==> src/rtl/core/assert_macros.svh <==
// Shared assertion helpers for the line stepper RTL.
`ifndef ASSERT_MACROS_SVH
`define ASSERT_MACROS_SVH

// Same-cycle implication, disabled while reset is held.
`define BLS_ASSERT_IMP(lbl, clk, rstn, ante, cons) \
    lbl: assert property (@(posedge clk) disable iff (!(rstn)) (ante) |-> (cons)) \
        else $error("bls assertion failed");

// Next-cycle implication, disabled while reset is held.
`define BLS_ASSERT_NXT(lbl, clk, rstn, ante, cons) \
    lbl: assert property (@(posedge clk) disable iff (!(rstn)) (ante) |=> (cons)) \
        else $error("bls assertion failed");

`endif

==> src/rtl/core/bls_pkg.sv <==
`default_nettype none

package bls_pkg;

    localparam int COORD_BITS_DEF = 12;
    localparam int DIM_BITS       = 12;
    localparam int COLOR_BITS     = 32;
    localparam int ADDR_BITS      = 22;
    localparam int QUEUE_DEPTH    = 4;
    localparam int CFG_IDX_BITS   = 1;

    localparam logic REQ_START = 1'b0;
    localparam logic REQ_STEP  = 1'b1;

    localparam logic [CFG_IDX_BITS-1:0] REG_SCREEN_WIDTH  = 1'b0;
    localparam logic [CFG_IDX_BITS-1:0] REG_SCREEN_HEIGHT = 1'b1;

    localparam logic [DIM_BITS-1:0] WIDTH_RESET  = 12'd640;
    localparam logic [DIM_BITS-1:0] HEIGHT_RESET = 12'd480;

endpackage

`default_nettype wire

==> src/rtl/core/bls_front.sv <==
`default_nettype none
`include "assert_macros.svh"

module bls_front #(
    parameter int COORD_BITS = bls_pkg::COORD_BITS_DEF
) (
    input  logic                           i_clk,
    input  logic                           i_rst_n,
    input  logic                           i_in_valid,
    output logic                           o_in_ready,
    input  logic                           i_req_type,
    input  logic [COORD_BITS-1:0]          i_start_x,
    input  logic [COORD_BITS-1:0]          i_start_y,
    input  logic [COORD_BITS-1:0]          i_end_x,
    input  logic [COORD_BITS-1:0]          i_end_y,
    input  logic [bls_pkg::COLOR_BITS-1:0] i_line_color,
    input  logic                           i_q_full,
    output logic                           o_push,
    output logic [COORD_BITS-1:0]          o_pix_x,
    output logic [COORD_BITS-1:0]          o_pix_y,
    output logic [bls_pkg::COLOR_BITS-1:0] o_pix_color,
    output logic                           o_last
);
    import bls_pkg::*;

    localparam int DW = COORD_BITS + 1;
    localparam int EW = COORD_BITS + 2;
    localparam logic [COORD_BITS-1:0] ONE = COORD_BITS'(1);

    logic [COORD_BITS-1:0] r_cur_x, r_cur_y, r_tgt_x, r_tgt_y;
    logic [COORD_BITS-1:0] n_cur_x, n_cur_y, n_tgt_x, n_tgt_y;
    logic signed [DW-1:0]  r_dx, r_dyn, n_dx, n_dyn;
    logic signed [EW-1:0]  r_err, n_err;
    logic                  r_sxn, r_syn, n_sxn, n_syn;
    logic [COLOR_BITS-1:0] r_color, n_color;
    logic                  r_active, n_active;

    logic                  accept;
    logic                  last;
    logic signed [DW-1:0]  dxa, dya, s_dx, s_dyn;
    logic signed [EW:0]    e2, dyn_e, dx_e;
    logic                  go_x, go_y;
    logic signed [EW-1:0]  add_x, add_y;

    assign o_in_ready = !i_q_full;
    assign accept     = i_in_valid && o_in_ready;

    assign dxa   = $signed({i_end_x[COORD_BITS-1], i_end_x})
                 - $signed({i_start_x[COORD_BITS-1], i_start_x});
    assign dya   = $signed({i_end_y[COORD_BITS-1], i_end_y})
                 - $signed({i_start_y[COORD_BITS-1], i_start_y});
    assign s_dx  = dxa[DW-1] ? -dxa : dxa;
    assign s_dyn = dya[DW-1] ? dya : -dya;

    // doubled error against -|dy| and |dx|
    assign e2    = $signed({r_err, 1'b0});
    assign dyn_e = $signed({{2{r_dyn[DW-1]}}, r_dyn});
    assign dx_e  = $signed({{2{r_dx[DW-1]}}, r_dx});
    assign go_x  = e2 >= dyn_e;
    assign go_y  = e2 <= dx_e;
    assign add_x = go_x ? $signed({r_dyn[DW-1], r_dyn}) : '0;
    assign add_y = go_y ? $signed({r_dx[DW-1], r_dx}) : '0;

    always_comb begin
        n_cur_x  = r_cur_x;
        n_cur_y  = r_cur_y;
        n_tgt_x  = r_tgt_x;
        n_tgt_y  = r_tgt_y;
        n_dx     = r_dx;
        n_dyn    = r_dyn;
        n_sxn    = r_sxn;
        n_syn    = r_syn;
        n_err    = r_err;
        n_color  = r_color;
        n_active = r_active;
        o_push   = 1'b0;
        if (accept) begin
            if (i_req_type == REQ_START) begin
                n_cur_x = i_start_x;
                n_cur_y = i_start_y;
                n_tgt_x = i_end_x;
                n_tgt_y = i_end_y;
                n_dx    = s_dx;
                n_dyn   = s_dyn;
                n_sxn   = dxa[DW-1] || (dxa == '0);
                n_syn   = dya[DW-1] || (dya == '0);
                n_err   = $signed({s_dx[DW-1], s_dx}) + $signed({s_dyn[DW-1], s_dyn});
                n_color = i_line_color;
                o_push  = 1'b1;
            end else if (r_active) begin
                if (go_x) begin
                    n_cur_x = r_sxn ? r_cur_x - ONE : r_cur_x + ONE;
                end
                if (go_y) begin
                    n_cur_y = r_syn ? r_cur_y - ONE : r_cur_y + ONE;
                end
                n_err  = r_err + add_x + add_y;
                o_push = 1'b1;
            end
        end
        last = (n_cur_x == n_tgt_x) && (n_cur_y == n_tgt_y);
        if (o_push) begin
            n_active = !last;
        end
    end

    assign o_pix_x     = n_cur_x;
    assign o_pix_y     = n_cur_y;
    assign o_pix_color = n_color;
    assign o_last      = last;

    always_ff @(posedge i_clk) begin
        if (!i_rst_n) begin
            r_active <= 1'b0;
        end else begin
            r_active <= n_active;
        end
    end

    always_ff @(posedge i_clk) begin
        r_cur_x <= n_cur_x;
        r_cur_y <= n_cur_y;
        r_tgt_x <= n_tgt_x;
        r_tgt_y <= n_tgt_y;
        r_dx    <= n_dx;
        r_dyn   <= n_dyn;
        r_sxn   <= n_sxn;
        r_syn   <= n_syn;
        r_err   <= n_err;
        r_color <= n_color;
    end

    `BLS_ASSERT_IMP(a_idle_step, i_clk, i_rst_n, !r_active && (i_req_type == REQ_STEP), !o_push)
    `BLS_ASSERT_NXT(a_last_ends_line, i_clk, i_rst_n, o_push && o_last, !r_active)

endmodule

`default_nettype wire

==> src/rtl/core/bls_queue.sv <==
`default_nettype none
`include "assert_macros.svh"

module bls_queue #(
    parameter int WIDTH = 8
) (
    input  logic             i_clk,
    input  logic             i_rst_n,
    input  logic             i_push,
    input  logic [WIDTH-1:0] i_data,
    output logic             o_full,
    input  logic             i_pop,
    output logic             o_valid,
    output logic [WIDTH-1:0] o_data
);
    import bls_pkg::*;

    localparam int PW = $clog2(QUEUE_DEPTH);
    localparam int CW = $clog2(QUEUE_DEPTH + 1);
    localparam logic [PW-1:0] LAST_PTR = PW'(QUEUE_DEPTH - 1);
    localparam logic [CW-1:0] FULL_CNT = CW'(QUEUE_DEPTH);

    logic [WIDTH-1:0] r_mem [QUEUE_DEPTH];
    logic [PW-1:0]    r_wr, r_rd;
    logic [CW-1:0]    r_count;
    logic             do_pop;

    assign o_full  = r_count == FULL_CNT;
    assign o_valid = r_count != '0;
    assign o_data  = r_mem[r_rd];
    assign do_pop  = i_pop && o_valid;

    always_ff @(posedge i_clk) begin
        if (!i_rst_n) begin
            r_wr    <= '0;
            r_rd    <= '0;
            r_count <= '0;
        end else begin
            if (i_push) begin
                r_wr <= (r_wr == LAST_PTR) ? '0 : r_wr + PW'(1);
            end
            if (do_pop) begin
                r_rd <= (r_rd == LAST_PTR) ? '0 : r_rd + PW'(1);
            end
            if (i_push && !do_pop) begin
                r_count <= r_count + CW'(1);
            end else if (!i_push && do_pop) begin
                r_count <= r_count - CW'(1);
            end
        end
    end

    always_ff @(posedge i_clk) begin
        if (i_push) begin
            r_mem[r_wr] <= i_data;
        end
    end

    `BLS_ASSERT_IMP(a_no_push_full, i_clk, i_rst_n, i_push, !o_full)
    `BLS_ASSERT_IMP(a_count_bound, i_clk, i_rst_n, 1'b1, r_count <= FULL_CNT)

endmodule

`default_nettype wire

==> src/rtl/core/bls_back.sv <==
`default_nettype none

module bls_back #(
    parameter int COORD_BITS = bls_pkg::COORD_BITS_DEF
) (
    input  logic                             i_clk,
    input  logic                             i_rst_n,
    input  logic                             i_cfg_valid,
    input  logic [bls_pkg::CFG_IDX_BITS-1:0] i_cfg_index,
    input  logic [bls_pkg::DIM_BITS-1:0]     i_cfg_data,
    input  logic                             i_q_valid,
    output logic                             o_pop,
    input  logic [COORD_BITS-1:0]            i_pix_x,
    input  logic [COORD_BITS-1:0]            i_pix_y,
    input  logic [bls_pkg::COLOR_BITS-1:0]   i_pix_color,
    input  logic                             i_last,
    output logic                             o_valid,
    input  logic                             i_ready,
    output logic [COORD_BITS-1:0]            o_pix_x,
    output logic [COORD_BITS-1:0]            o_pix_y,
    output logic [bls_pkg::COLOR_BITS-1:0]   o_pix_color,
    output logic [bls_pkg::ADDR_BITS-1:0]    o_pix_address,
    output logic                             o_on_screen,
    output logic                             o_last
);
    import bls_pkg::*;

    localparam int CW = (COORD_BITS > DIM_BITS) ? COORD_BITS : DIM_BITS;
    localparam int MW = COORD_BITS + DIM_BITS;
    localparam int SW = (MW > ADDR_BITS) ? MW : ADDR_BITS;

    logic [DIM_BITS-1:0]   r_width, r_height;

    logic                  r_s1_v;
    logic [COORD_BITS-1:0] r_s1_x, r_s1_y;
    logic [COLOR_BITS-1:0] r_s1_color;
    logic                  r_s1_last, r_s1_on;
    logic [MW-1:0]         r_s1_prod;

    logic                  r_s2_v;
    logic [COORD_BITS-1:0] r_s2_x, r_s2_y;
    logic [COLOR_BITS-1:0] r_s2_color;
    logic                  r_s2_last, r_s2_on;
    logic [ADDR_BITS-1:0]  r_s2_addr;

    logic                  s1_ready, s2_ready;
    logic                  on;
    logic [SW-1:0]         sum;

    always_ff @(posedge i_clk) begin
        if (!i_rst_n) begin
            r_width  <= WIDTH_RESET;
            r_height <= HEIGHT_RESET;
        end else if (i_cfg_valid) begin
            case (i_cfg_index)
                REG_SCREEN_WIDTH:  r_width  <= i_cfg_data;
                REG_SCREEN_HEIGHT: r_height <= i_cfg_data;
                default: ;
            endcase
        end
    end

    assign s2_ready = !r_s2_v || i_ready;
    assign s1_ready = !r_s1_v || s2_ready;
    assign o_pop    = i_q_valid && s1_ready;

    assign on = !i_pix_x[COORD_BITS-1] && !i_pix_y[COORD_BITS-1]
             && (CW'(i_pix_x) < CW'(r_width)) && (CW'(i_pix_y) < CW'(r_height));

    assign sum = SW'(r_s1_prod) + SW'(r_s1_x);

    always_ff @(posedge i_clk) begin
        if (!i_rst_n) begin
            r_s1_v <= 1'b0;
            r_s2_v <= 1'b0;
        end else begin
            if (s1_ready) begin
                r_s1_v <= i_q_valid;
            end
            if (s2_ready) begin
                r_s2_v <= r_s1_v;
            end
        end
    end

    always_ff @(posedge i_clk) begin
        if (o_pop) begin
            r_s1_x     <= i_pix_x;
            r_s1_y     <= i_pix_y;
            r_s1_color <= i_pix_color;
            r_s1_last  <= i_last;
            r_s1_on    <= on;
            r_s1_prod  <= MW'(i_pix_y) * MW'(r_width);
        end
        if (r_s1_v && s2_ready) begin
            r_s2_x     <= r_s1_x;
            r_s2_y     <= r_s1_y;
            r_s2_color <= r_s1_color;
            r_s2_last  <= r_s1_last;
            r_s2_on    <= r_s1_on;
            r_s2_addr  <= r_s1_on ? sum[ADDR_BITS-1:0] : '0;
        end
    end

    assign o_valid       = r_s2_v;
    assign o_pix_x       = r_s2_x;
    assign o_pix_y       = r_s2_y;
    assign o_pix_color   = r_s2_color;
    assign o_pix_address = r_s2_addr;
    assign o_on_screen   = r_s2_on;
    assign o_last        = r_s2_last;

endmodule

`default_nettype wire

==> src/rtl/core/bresenham_line_stepper.sv <==
// Bresenham line stepper, all octants, one pixel per transfer.
// Input stream (s_axis): tuser = 0 starts a line from the endpoints in tdata
// and emits its first pixel; tuser = 1 emits the next pixel of the active line.
// A step with no active line is consumed and gives no pixel.
// Output stream (m_axis): one pixel with coordinates, color and frame-buffer
// address x + y * width; tuser flags the pixel on screen (address is 0 when
// not), tlast marks the line's final endpoint.
// Config channel: index 0 = screen width, 1 = screen height; write only while
// the block is idle. o_cfg_ready is always high.
// Throughput: one input transfer per cycle while the queue is not full. The
// pixel is registered in the 4-entry queue, then in the multiply and
// address-add stages, before o_m_axis_tvalid rises.
// When the receiver stalls, the queue and pipeline fill and s_axis tready
// drops once the queue is full; nothing is lost.
// Reset (synchronous, active low) clears the active line, empties the queue
// and pipeline stages, and restores width 640, height 480.
`default_nettype none

module bresenham_line_stepper #(
    parameter int COORD_BITS = bls_pkg::COORD_BITS_DEF,
    localparam int IN_W  = ((4 * COORD_BITS + bls_pkg::COLOR_BITS + 7) / 8) * 8,
    localparam int OUT_W = ((2 * COORD_BITS + bls_pkg::COLOR_BITS
                            + bls_pkg::ADDR_BITS + 7) / 8) * 8
) (
    input  logic                             i_clk,
    input  logic                             i_rst_n,
    input  logic                             i_s_axis_tvalid,
    output logic                             o_s_axis_tready,
    // start_x, start_y, end_x_in, end_y_in, line_color
    input  logic [IN_W-1:0]                  i_s_axis_tdata,
    // req_type
    input  logic                             i_s_axis_tuser,
    output logic                             o_m_axis_tvalid,
    input  logic                             i_m_axis_tready,
    // pix_x, pix_y, pix_color, pix_address
    output logic [OUT_W-1:0]                 o_m_axis_tdata,
    // on_screen
    output logic                             o_m_axis_tuser,
    output logic                             o_m_axis_tlast,
    input  logic                             i_cfg_valid,
    output logic                             o_cfg_ready,
    input  logic [bls_pkg::CFG_IDX_BITS-1:0] i_cfg_index,
    input  logic [bls_pkg::DIM_BITS-1:0]     i_cfg_data
);
    import bls_pkg::*;

    localparam int C  = COORD_BITS;
    localparam int QW = 2 * C + COLOR_BITS + 1;

    logic                  push, q_full, q_valid, pop;
    logic [C-1:0]          f_x, f_y, b_x, b_y;
    logic [COLOR_BITS-1:0] f_color, b_color;
    logic                  f_last;
    logic [QW-1:0]         q_out;
    logic [ADDR_BITS-1:0]  b_addr;

    assign o_cfg_ready = 1'b1;

    bls_front #(.COORD_BITS(COORD_BITS)) u_front (
        .i_clk        (i_clk),
        .i_rst_n      (i_rst_n),
        .i_in_valid   (i_s_axis_tvalid),
        .o_in_ready   (o_s_axis_tready),
        .i_req_type   (i_s_axis_tuser),
        .i_start_x    (i_s_axis_tdata[C-1:0]),
        .i_start_y    (i_s_axis_tdata[2*C-1:C]),
        .i_end_x      (i_s_axis_tdata[3*C-1:2*C]),
        .i_end_y      (i_s_axis_tdata[4*C-1:3*C]),
        .i_line_color (i_s_axis_tdata[4*C+COLOR_BITS-1:4*C]),
        .i_q_full     (q_full),
        .o_push       (push),
        .o_pix_x      (f_x),
        .o_pix_y      (f_y),
        .o_pix_color  (f_color),
        .o_last       (f_last)
    );

    bls_queue #(.WIDTH(QW)) u_queue (
        .i_clk   (i_clk),
        .i_rst_n (i_rst_n),
        .i_push  (push),
        .i_data  ({f_last, f_color, f_y, f_x}),
        .o_full  (q_full),
        .i_pop   (pop),
        .o_valid (q_valid),
        .o_data  (q_out)
    );

    bls_back #(.COORD_BITS(COORD_BITS)) u_back (
        .i_clk         (i_clk),
        .i_rst_n       (i_rst_n),
        .i_cfg_valid   (i_cfg_valid),
        .i_cfg_index   (i_cfg_index),
        .i_cfg_data    (i_cfg_data),
        .i_q_valid     (q_valid),
        .o_pop         (pop),
        .i_pix_x       (q_out[C-1:0]),
        .i_pix_y       (q_out[2*C-1:C]),
        .i_pix_color   (q_out[2*C+COLOR_BITS-1:2*C]),
        .i_last        (q_out[QW-1]),
        .o_valid       (o_m_axis_tvalid),
        .i_ready       (i_m_axis_tready),
        .o_pix_x       (b_x),
        .o_pix_y       (b_y),
        .o_pix_color   (b_color),
        .o_pix_address (b_addr),
        .o_on_screen   (o_m_axis_tuser),
        .o_last        (o_m_axis_tlast)
    );

    assign o_m_axis_tdata = OUT_W'({b_addr, b_color, b_y, b_x});

endmodule

`default_nettype wire
==> config.mk <==
export PLATFORM = sky130hd
export DESIGN_NAME = bresenham_line_stepper
export DESIGN_NICKNAME = d
export VERILOG_FILES = /design/src/rtl/core/bls_pkg.sv /design/src/rtl/core/bls_front.sv /design/src/rtl/core/bls_queue.sv /design/src/rtl/core/bls_back.sv /design/src/rtl/core/bresenham_line_stepper.sv
export VERILOG_INCLUDE_DIRS = /design/src /design/src/rtl/core
export SDC_FILE = /design/constraint.sdc
export NUM_CORES = 1
export LEC_CHECK = 0
export ABC_CLOCK_PERIOD_IN_PS = 16700
export BUFFER_PORTS_ARGS = -buffer_cell sky130_fd_sc_hd__clkbuf_2
export CORE_ASPECT_RATIO = 0.9
export CORE_UTILIZATION = 50
export CTS_CLUSTER_SIZE = 25
export DETAILED_ROUTE_END_ITERATION = 7
export PLACE_DENSITY = 0.68
export SLEW_MARGIN = 10
export SYNTH_ARGS = -nofsm -noshare
export SYNTH_HDL_FRONTEND = slang
export SYNTH_SLANG_ARGS = --single-unit
==> constraint.sdc <==
create_clock -name i_clk -period 16.7 [get_ports i_clk]
set_clock_uncertainty 0.15 [all_clocks]
set_input_delay 0.835 -clock i_clk [delete_from_list [all_inputs] [get_ports i_clk]]
set_output_delay 0.835 -clock i_clk [all_outputs]
set_load 0.01 [all_outputs]
# Word-level counts from Yosys, hierarchy flattened

Memory sizes are Yosys's and may differ from the RTL's. A register that Yosys moved wholly into a read port is not among the register bits.
Index checks and enable logic that the tools add are counted.

Bits in registers: 316
RAM bits: 228
Input port bits: 99
Output and inout port bits: 85
Word-level logic and storage cells: 123
Memories: 1

Memories:

| memory        | depth | bits a word | rd ports | clocked after Yosys merged registers in | write ports | RTL line        | text |
|---|---|---|---|---|---|---|---|
| u_queue.r_mem | 4     | 57          | 1        | 1                                       | 1           | bls_queue.sv:23 | `logic [WIDTH-1:0] r_mem [QUEUE_DEPTH];` |

Add/subtract/negate cells: 16
Multiply operators: 1
Order comparisons: 4
Eq/ne operators: 6
Mux-type cells: 33
Bitwise gates (word level): 2
Reduce and logical (&&, ||, !) cells: 30

Operators by type and width:

| cell                                                                 | count |
|---|---|
| 12-bit two-way mux                                                   | 14 |
| 32-bit two-way mux                                                   | 2 |
| 14-bit two-way mux                                                   | 4 |
| 14-bit adder                                                         | 2 |
| 13-bit logical NOT                                                   | 2 |
| 13-bit two-way mux                                                   | 2 |
| 13-bit negator                                                       | 2 |
| 12-bit by 12-bit subtractor with 13-bit output                       | 2 |
| 12-bit by 1-bit adder with 12-bit output, second input constant      | 2 |
| 12-bit == test                                                       | 2 |
| 12-bit less-than comparator                                          | 2 |
| 12-bit by 1-bit subtractor with 12-bit output, second input constant | 2 |
| 22-bit by 12-bit adder with 22-bit output                            | 1 |
| 12-bit by 12-bit multiplier with 22-bit output                       | 1 |
| 15-bit by 13-bit greater-or-equal comparator with 1-bit output       | 1 |
| 15-bit by 13-bit less-or-equal comparator with 1-bit output          | 1 |
| 13-bit by 13-bit adder with 14-bit output                            | 1 |
| 1-bit logical AND                                                    | 10 |
| 1-bit logical NOT                                                    | 8 |
| 2-bit two-way mux                                                    | 4 |
| 2-bit AND reduction                                                  | 4 |
| 3-bit two-way mux                                                    | 2 |
| 1-bit two-way mux                                                    | 5 |
| 2-bit by 1-bit adder with 2-bit output, second input constant        | 2 |
| 9 further kinds                                                      | 14 |

# Depth between registers and ports, before layout

Gate-level depths: netlist of the first run.

Word-level depth: 9
Gate-level depth with buffers: 26
Mapped depth without buffers: 25

# By module

A second synthesis of the first run with hierarchy kept.

Cells, all modules: 2548
Area total of the unflattened synthesis: 30217.7 um^2

By module, submodules not included:

| module                 | instances | cells an instance | area an instance (um^2) | sequential area each (um^2) |
|---|---|---|---|---|
| bls_back               | 1         | 1051              | 11898.9                 | 5325.1 |
| bls_front              | 1         | 1149              | 9611.7                  | 2882.8 |
| bls_queue              | 1         | 343               | 8677.1                  | 7026.7 |
| bresenham_line_stepper | 1         | 5                 | 30.0                    | 0.0 |

# Worst setup path before layout of the first run

No wires, ideal clock.

Kind: input-to-reg
Start point: in i_m_axis_tready
End point: reg u_queue.r_count[2]
Library setup time: 76 ps
Arrival time: 6469 ps
Data required time: 16474 ps
Setup slack: 10005 ps
Stages: 9
Buffers on the path: 0
Cell sequence: nor2b_1 a21oi_1 inv_1 ha_1 inv_1 fa_1 xor2_1 or3_1 a21boi_0

Word-level cells in the longest chain between the ends: 7
Elaborated cells between the ends (all ways): 9
Classes of those cells: mux: 1; reduce/logical: 8

RTL lines:

| item                                                    | RTL line                     | text |
|---|---|---|
| from (decl)                                             | bresenham_line_stepper.sv:34 | `input logic i_m_axis_tready,` |
| 1-bit logical OR *                                      | bls_back.sv:63               | `assign s2_ready = !r_s2_v \|\| i_ready;` |
| 1-bit logical OR *                                      | bls_back.sv:64               | `assign s1_ready = !r_s1_v \|\| s2_ready;` |
| 1-bit logical AND *                                     | bls_back.sv:65               | `assign o_pop = i_q_valid && s1_ready;` |
| net pop                                                 | bresenham_line_stepper.sv:50 | `logic push, q_full, q_valid, pop;` |
| 1-bit logical AND *                                     | bls_queue.sv:31              | `assign do_pop = i_pop && o_valid;` |
| 1-bit logical NOT                                       | bls_queue.sv:45              | `if (i_push && !do_pop) begin` |
| 1-bit logical AND                                       | bls_queue.sv:45              |  |
| 3-bit two-way mux or 2-bit nonzero test (tied branches) | --                           |  |
| to (signal assigned)                                    | bls_queue.sv:46              | `r_count <= r_count + CW'(1);` |
| to (signal assigned)                                    | bls_queue.sv:48              | `r_count <= r_count - CW'(1);` |
| to (decl)                                               | bls_queue.sv:25              | `logic [CW-1:0] r_count;` |

Mark *: on every way through the listed nets, which the timed path passes. The rest lies on a longest branch.
A chain may end at the register's enable or synchronous reset.

==> flow_summary.ini, run 1 <==
[timing]
fmax_ghz = 0.146
finalHoldViolCount = 0
slew_viol_final = 0
setup_viol = 0
max_slew_margin = 0.321
rsz0062_at_grt = false
final.period_utilization = 0.409
setup_tns_ns = 0
period_minus_slack_ns = 6.84
tightest_slew_ns = 1.01

[clock_network]
cts_tree = done
clk_pin_slew_ns = 0.06
h-tree-depth = 2
clk_path_buf_depth = 3
cts_hold_buf = 0
cts_resized = 0
root_buffer = clkbuf_16
clock-sinks = 546
clock_latency_ns = 0.65
cts_buffers = 55
cts_setup_buffers = 0

[worst_setup_path]
critPathKind = flip-flop to flip-flop
worstPathCellList = buf_4 > mux4_2 > nand2_1 > fa_1 > fa_1 > inv_1 > fa_1 > fa_1 > inv_1 > fa_1 > inv_1 > ha_1 > and3_1 > a21oi_1 > o21ai_0 > o41ai_1 > o2111ai_1 > a21oi_1 > xnor2_1
crit_fanout = 33
crit_path_frequent_cell = fa_1
cp.required_ns = 16.91
start_kind = flip-flop
critical_path_arrival_ns = 7.04
cp_top_family = adder cells
cp.buffers_inverters = 4
critPathMaxStageDelay_ns = 0.77
r2r_slack_ns = 9.86
end_kind = flip-flop
cp_slowest_cell = mux4_2

[synthesis]
yosysMostFrequentCell = edfxtp_1
yosysTopAreaCell = edfxtp_1
yosysSeqAreaShare = 0.502
ys.flop_type = edfxtp_1
synth.top_cells.by_count = 430 x edfxtp_1, 364 x nand2_1, 299 x inv_1
syn_avg_cell_area_um2 = 11.7
synth-async-reset-ratio = 0
yosys_warnings = 0
synth_edf_count = 430
ys_ff_latch = 546
synth.cell_area_um2 = 30300
synth_top_area_frac = 0.426
synth_area_leaders = edfxtp_1 43%, ha_1 8.0%, fa_1 7.9%
synthesis.instances = 2600
yosysUniqueCellTypes = 95

[global_route]
antenna_found_initial = 1
grt_pass1_wl_um = 117000
grtUsageTotal = 0.247
grt_max_degree = 71
grt_pass1_vias = 21000
grt-ovfl-total = 0

[pwr]
p_leak_nw = 13.9
p_per_area_nw_per_um2 = 204
peakVddDrop_uv = 139
power_w = 0.00689

[hold_path]
worstHoldPathType = flip-flop to flip-flop

[status]
status = complete, no violations

[run]
cap_violations = 0

[route]
dr.pass1.iters = 7
num_vias = 20400
drc = 0
drt_iter0_markers = 1320
wl_per_cell_um = 20.9
ant_nets = 0
routed_wl_um = 75100
post_drt_via_cell_ratio = 5.66

[place]
io_buffer_count = 180
gp_congestion = 0.917
dpl.hpwl_um = 54000

[die]
die_h_um = 236
die_w_um = 262
std_cell_rows = 85
core_um2 = 59900
die_area_um2 = 61700
io_pins = 184
start_util = 0.507

[cells_and_area]
fin_nets = 3181
area_growth_syn_to_layout_pct = 11.5
fill_cells = 4960
drive_above_1_share = 0.136
antennaDiodeCount = 0
-- per-layer routing --
metal | global-route usage | wire, µm | vias to the layer above | part of all wire
met5 | 0 | 0 | - | 0
li1 | - | - | 9488 | -
met3 | 0.0390 | 4220 | 152 | 0.056
met2 | 0.413 | 36400 | 609 | 0.49
met1 | 0.323 | 31600 | 10100 | 0.42
met4 | 0.0943 | 2860 | 0 | 0.038
-- final cells by class --
class                      instances  area, µm²  area share
clock buffer                      72       1530      0.0453
clock inverter                    31        280     0.00828
inverter                         301       1130      0.0334
multi-input combinational       1670      13700       0.404
sequential                       546      15200       0.450
tap                              783        980      0.0290
timing repair buffer             195       1010      0.0299
-- cells in the final DEF, fill, tap and decap left out, types with 10 or more instances in the layout --
cell type / synthesis / routed
nor2b_1: 23 / 22
nand2_1: 364 / 363
xor2_1: 30 / 30
nand2b_1: 14 / 14
a21boi_0: 31 / 31
o21ai_0: 87 / 87
nor3_1: 38 / 38
clkbuf_16: 0 / 56
edfxtp_1: 430 / 430
fa_1: 120 / 120
nor2_1: 87 / 87
ha_1: 193 / 193
o21bai_1: 18 / 18
nand3_1: 42 / 42
xnor2_1: 81 / 81
and2_1: 90 / 86
o22ai_1: 14 / 14
a22oi_1: 13 / 13
and3_1: 12 / 12
inv_1: 299 / 299
a31oi_1: 10 / 10
a21o_1: 22 / 22
o211ai_1: 25 / 25
a21oi_1: 97 / 95
mux2i_1: 22 / 22
buf_4: 3 / 15
clkinv_1: 0 / 12
mux4_2: 57 / 57
clkbuf_2: 0 / 180
dfxtp_1: 116 / 114
or3_1: 16 / 16
a211oi_1: 10 / 10
o21a_1: 11 / 11
-- kinds of logic (layout without fill, tap and decap cells) --
group	after synthesis	count (layout)	synth area share
DFF	546	546	0.502
and+or+nand+nor	748	748	0.118
muxes	83	83	0.0511
adders and majority gates	313	313	0.159
AOI/OAI and AO/OA	412	412	0.0894
xor gates and xnor gates	111	111	0.0320
buffers and inverters	385	599	0.0488
other	2	3	0.000248
-- power breakdown --
group / total [W] / switching, W / internal [W]
logic: 0.00343 / 0.00203 / 0.00140
clock network: 0.00123 / 0.000537 / 0.000696
registers: 0.00223 / 0.000198 / 0.00203
-- registers in the layout, summed over array words and instances, names as in the netlist, 13 cells and up, named ones only --
register,flops
u_queue.r_mem,228
u_back.o_pix_color,32
u_back.r_s1_color,32
u_front.r_color,32
u_back.o_pix_address,22
u_back.r_s1_prod,22
u_front.r_err,14
u_front.r_dx,13
u_front.r_dyn,13
-- worst register-to-register path, cell delays in order, from the launching register on --
cell and delay, ns:
dfxtp_4 0.67, buf_4 0.72, mux4_2 0.78, nand2_1 0.17
fa_1 0.44, fa_1 0.49, inv_1 0.05, fa_1 0.39
fa_1 0.52, inv_1 0.05, fa_1 0.47, inv_1 0.04
ha_1 0.32, and3_1 0.16, a21oi_1 0.20, o21ai_0 0.24
o41ai_1 0.35, o2111ai_1 0.15, a21oi_1 0.17, xnor2_1 0.08
-- final timing paths --
kind,cells after the start,from,endpoint
setup reg to reg,19,flip-flop,u_back.r_s1_prod[21]
hold reg to reg,0,u_back.r_s1_y[6],u_back.o_pix_y[6]
setup / recovery,19,flip-flop,u_back.r_s1_prod[21]
hold / removal,0,u_back.r_s1_y[6],u_back.o_pix_y[6]
-- stage by stage --
step,setup slack (ns),instances,util,hold WS [ns],instance area [µm²]
2_1_floorplan,10.01,2601,-,0.250,30300
3_3_place_gp,9.88,3495,0.535,0.251,32000
3_5_place_dp,9.78,3495,0.535,0.255,32000
4_1_cts,9.81,3598,0.565,0.264,33800
5_1_grt,9.36,3598,0.565,0.273,33800
6_report,9.86,3598,0.565,0.266,33800
(Power assumes the default switching activity.)
==> inputs of run 2 (changes only) <==
--- a/config.mk
+++ b/config.mk
@@ -6,7 +6,7 @@
 export SDC_FILE = /design/constraint.sdc
 export NUM_CORES = 1
 export LEC_CHECK = 0
-export ABC_CLOCK_PERIOD_IN_PS = 16700
+export ABC_CLOCK_PERIOD_IN_PS = 6500
 export BUFFER_PORTS_ARGS = -buffer_cell sky130_fd_sc_hd__clkbuf_2
 export CORE_ASPECT_RATIO = 0.9
 export CORE_UTILIZATION = 50
==> constraint.sdc (replaced) <==
create_clock -name i_clk -period 6.5 [get_ports i_clk]
set_clock_uncertainty 0.15 [all_clocks]
set_input_delay 0.325 -clock i_clk [delete_from_list [all_inputs] [get_ports i_clk]]
set_output_delay 0.325 -clock i_clk [all_outputs]
set_load 0.01 [all_outputs]
==> flow_summary.ini, run 2 (same netlist as run 1, synthesis figures left out) <==
[status]
status = complete, no violations

[cells_and_area]
drive_above_1_share = 0.141
final_cell_mix = 430 x edfxtp_1, 363 x nand2_1, 299 x inv_1
area_growth_syn_to_layout_pct = 15.1
largest-register = u_queue.r_mem
largest_reg_flops = 228
fin_nets = 3266
layout.cells.most_common = edfxtp_1

[timing]
max_slew_margin = 0.340
rsz0062_at_grt = false
period_minus_slack_ns = 6.21
final.period_utilization = 0.956
whs_ns = 0.0287
fmax_ghz = 0.161
tightest_slew_ns = 0.988
slew_viol_final = 0
finalHoldViolCount = 0
setup_tns_ns = 0
setup_viol = 0

[place]
gp_congestion = 0.860
io_buffer_count = 180
dpl.hpwl_um = 54700

[global_route]
gr-usage-met3 = 0.0352
grt_pass1_vias = 21500
grt_pass1_wl_um = 120000
grtUsageTotal = 0.253
use_met1 = 0.337
met2_usage = 0.424
grt-ovfl-total = 0
grt_max_degree = 65
busiest_layer = met2
antenna_found_initial = 0

[clock_network]
root_buffer = clkbuf_16
clock_latency_ns = 0.64
clock-sinks = 546
cts_tree = done
cts_buffers = 57
cts_setup_buffers = 0
clk_path_buf_depth = 3
h-tree-depth = 2
clk_pin_slew_ns = 0.07

[worst_setup_path]
cp.required_ns = 6.72
critPathKind = flip-flop to flip-flop
critical_path_arrival_ns = 6.44
worstPathCellList = mux4_2 > and2_1 > fa_1 > inv_1 > fa_1 > inv_1 > fa_1 > fa_1 > inv_1 > fa_1 > inv_1 > ha_1 > and3_1 > a21oi_1 > o21ai_0 > o41ai_1 > o2111ai_1 > a21oi_1 > xnor2_1
path_depth = 19
reg2regPathDepth = 19
cp.buffers_inverters = 4
r2r_end = u_back.r_s1_prod[21]
cp_slowest_cell = mux4_2
r2r_slack_ns = 0.29
critPathMaxStageDelay_ns = 0.72
cp_top_family = adder cells
start_kind = flip-flop
crit_fanout = 14
end_kind = flip-flop
crit_path_frequent_cell = fa_1

[die]
die_area_um2 = 61700
start_util = 0.507
die_w_um = 262
die_h_um = 236
io_pins = 184
std_cell_rows = 85
core_um2 = 59900

[hold_path]
worst_hold_startpoint = i_s_axis_tdata[9]
worstHoldPathType = input port to flip-flop
whs_endpoint = u_front.r_cur_x[9]
hold_depth = 4

[route]
drc = 0
ant_nets = 0
drt_iter0_markers = 1467
wl_per_cell_um = 20.6
routed_wl_um = 75900
dr.pass1.iters = 5
post_drt_via_cell_ratio = 5.59
num_vias = 20600

[pwr]
p_leak_nw = 14.4
p_per_area_nw_per_um2 = 518
peakVddDrop_uv = 382

[run]
cap_violations = 0
==> run 2: cell type report <==
cell class,instances,area (µm²)
clock inverters,36,541
inverters,301,1130
well taps,783,980
multi-input cells,1670,13700
repair buffers,278,1810
flip-flops and latches,546,15200
clock buffers,72,1540
diodes,1,2.50
fillers,4883,25000
==> run 2: worst register-to-register path, cell delays in order (launching register included) <==
cell	delay, ns
dfxtp_4	0.51
mux4_2	0.72
and2_1	0.25
fa_1	0.54
inv_1	0.06
fa_1	0.52
inv_1	0.05
fa_1	0.38
fa_1	0.51
inv_1	0.05
fa_1	0.47
inv_1	0.05
ha_1	0.31
and3_1	0.17
a21oi_1	0.21
o21ai_0	0.25
o41ai_1	0.37
o2111ai_1	0.15
a21oi_1	0.17
xnor2_1	0.08
==> run 2: worst max path at each step <==
stage / start / slack, ns / to
global route: flip-flop / 0.007 / u_back.r_s1_prod[21]
global placement: flip-flop / 0.38 / u_back.r_s1_prod[21]
floorplan: flip-flop / 0.13 / u_back.r_s1_prod[21]
finish: flip-flop / 0.29 / u_back.r_s1_prod[21]
CTS: flip-flop / 0.31 / u_back.r_s1_prod[21]
detailed placement: flip-flop / 0.33 / u_back.r_s1_prod[21]
==> run 2: through the flow <==
step | total power [W] | util | setup slack [ns] | cell area (µm²) | cells
after detailed placement | 0.0145 | 0.537 | 0.330 | 32100 | 3508
after global placement | 0.0143 | 0.537 | 0.375 | 32100 | 3508
after floorplan | 0.0121 | - | 0.135 | 30300 | 2601
after CTS | 0.0182 | 0.583 | 0.312 | 34900 | 3686
final | 0.0181 | 0.583 | 0.286 | 34900 | 3687
after global routing | 0.0195 | 0.583 | 0.00680 | 34900 | 3686
==> run 2: power breakdown <==
group / switching, W / total (W) / internal, W
clock network: 0.00145 / 0.00355 / 0.00210
registers: 0.000509 / 0.00573 / 0.00522
logic: 0.00518 / 0.00878 / 0.00360
total: 0.00714 / 0.0181 / 0.0109
==> run 2: routing by layer <==
metal,part of all wire,up-vias
met4,0.030,0
met2,0.48,570
met3,0.052,136
li1,-,9653
met1,0.43,10300
met5,0,-
==> run 2: what timing repair did <==
item | CTS | global route
endpoints found under the hold margin | 210 | 0
endpoints found under the setup margin | 0 | 2
gates resized for setup | 0 | 1
hold buffers | 70 | 0
==> inputs of run 3 (changes only) <==
--- a/config.mk
+++ b/config.mk
@@ -6,10 +6,12 @@
 export SDC_FILE = /design/constraint.sdc
 export NUM_CORES = 1
 export LEC_CHECK = 0
+export ABC_AREA = 0
 export ABC_CLOCK_PERIOD_IN_PS = 6500
 export BUFFER_PORTS_ARGS = -buffer_cell sky130_fd_sc_hd__clkbuf_2
 export CORE_ASPECT_RATIO = 0.9
 export CORE_UTILIZATION = 50
+export CTS_BUF_LIST = sky130_fd_sc_hd__clkbuf_4 sky130_fd_sc_hd__clkbuf_8 sky130_fd_sc_hd__clkbuf_16
 export CTS_CLUSTER_SIZE = 25
 export DETAILED_ROUTE_END_ITERATION = 7
 export PLACE_DENSITY = 0.68
==> flow_summary.ini, run 3 (same netlist as run 1, synthesis figures left out) <==
[status]
status = complete, no violations

[timing]
tightest_slew_ns = 0.973
slew_viol_final = 0
finalHoldViolCount = 0
setup_viol = 0
max_slew_margin = 0.350
period_minus_slack_ns = 6.21
setup_ws_ns = 0.285
setup_tns_ns = 0
fmax_ghz = 0.161
rsz0062_at_grt = false
whs_ns = 0.0334
final.period_utilization = 0.956

[route]
drt_iter0_markers = 1421
dr.max_layer_used = met4
num_vias = 20500
dr_wl_met2_um = 36700
wl_met3_um = 3960
ant_nets = 0
wl_met1_um = 33000
routed_wl_um = 75900
dr.pass1.iters = 5
wl_per_cell_um = 20.6
post_drt_via_cell_ratio = 5.57
drc = 0

[global_route]
antenna_found_initial = 0
grt_pass1_vias = 21500
grtUsageTotal = 0.253
grt_max_degree = 65
grt_pass1_wl_um = 120000
grt-ovfl-total = 0

[cells_and_area]
drive_above_1_share = 0.144
fill_cells = 4882
area_growth_syn_to_layout_pct = 15.2
layout.area.seq_um2 = 15200
layout.cells.most_common = edfxtp_1
antennaDiodeCount = 0
final-instance-count-excl-fill = 3686
largest-register = u_queue.r_mem
final_cell_mix = 430 x edfxtp_1, 363 x nand2_1, 299 x inv_1
largest_reg_flops = 228
multi_input_area_um2 = 13700
fin_nets = 3266

[run]
cap_violations = 0

[clock_network]
clk_path_buf_depth = 3
clock_latency_ns = 0.64
cts_tree = done
clk_pin_slew_ns = 0.07
cts_buffers = 57
root_buffer = clkbuf_16
h-tree-depth = 2
clock-sinks = 546

[die]
io_pins = 184
die_area_um2 = 61700
start_util = 0.507
std_cell_rows = 85
core_um2 = 59900
die_h_um = 236
die_w_um = 262

[place]
dpl.hpwl_um = 54700
dp_slack_ns = 0.330
io_buffer_count = 180
dp.cells = 3508
gp_congestion = 0.860

[worst_setup_path]
cp.required_ns = 6.73
start_kind = flip-flop
critical_path_arrival_ns = 6.44
end_kind = flip-flop
crit_fanout = 14
critPathKind = flip-flop to flip-flop

[pwr]
pwr-share-clk = 0.198
peakVddDrop_uv = 382
power_w = 0.0181
p_int_w = 0.0110
combPwrFrac = 0.485
pwr-share-seq = 0.317
p_per_area_nw_per_um2 = 518
p_sw_w = 0.00714
p_leak_nw = 14.4
swShare = 0.394

[hold_path]
worstHoldPathType = input port to flip-flop
[run 3: area by class of cell]
| cell class | instances | share of cell area |
|---|---|---|
| Sequential cell | 546 | 0.436 |
| Multi-Input combinational cell | 1670 | 0.391 |
| Tap cell | 783 | 0.0280 |
| Inverter | 301 | 0.0324 |
| Clock inverter | 36 | 0.0155 |
| Clock buffer | 72 | 0.0451 |
| Timing Repair Buffer | 278 | 0.0518 |
[run 3: worst paths after layout]
check	start	endpoint	slack, ns	depth (start not counted)
worst max-delay path	flip-flop	u_back.r_s1_prod[21]	0.29	19
worst min-delay path	i_s_axis_tdata[9]	u_front.r_cur_x[9]	0.03	4
worst max register to register	flip-flop	u_back.r_s1_prod[21]	0.29	19
worst min register to register	u_back.r_s1_color[27]	u_back.o_pix_color[27]	0.27	0
[run 3: critical path, cell delays in order (launching register included)]
cell	delay (ns)
dfxtp_4	0.51
mux4_2	0.72
and2_1	0.25
fa_1	0.54
inv_1	0.06
fa_1	0.52
inv_1	0.05
fa_1	0.38
fa_1	0.51
inv_1	0.05
fa_1	0.47
inv_1	0.05
ha_1	0.31
and3_1	0.17
a21oi_1	0.21
o21ai_0	0.25
o41ai_1	0.37
o2111ai_1	0.15
a21oi_1	0.17
xnor2_1	0.08
[run 3: power groups by stage]
stage	Combinational [W]	Sequential, W	Clock (W)
final	0.00878	0.00573	0.00359
after global placement	0.00848	0.00578	0
after global routing	0.00994	0.00582	0.00379
after detailed placement	0.00871	0.00581	0
after CTS	0.00881	0.00574	0.00365
after floorplan	0.00640	0.00569	0
[run 3: metrics by stage]
stage	instance area, µm²	util
finish	34900	0.584
global route	34900	0.584
CTS	34900	0.584
detailed placement	32100	0.537
global placement	32100	0.537
floorplan	30300	-
[run 3: layer usage]
layer  up-vias  GRT usage
li1       9654          -
met1     10200      0.338
met2       566      0.424
met3       130     0.0352
met4         0     0.0800
met5         -          0
[run 3: repair_timing]
item / in CTS / in global routing
buffers inserted: 0 / 0
endpoints found under the hold margin: 210 / 0
setup endpoints to repair: 0 / 2
hold buffers: 70 / 0
gates resized for setup: 0 / 1
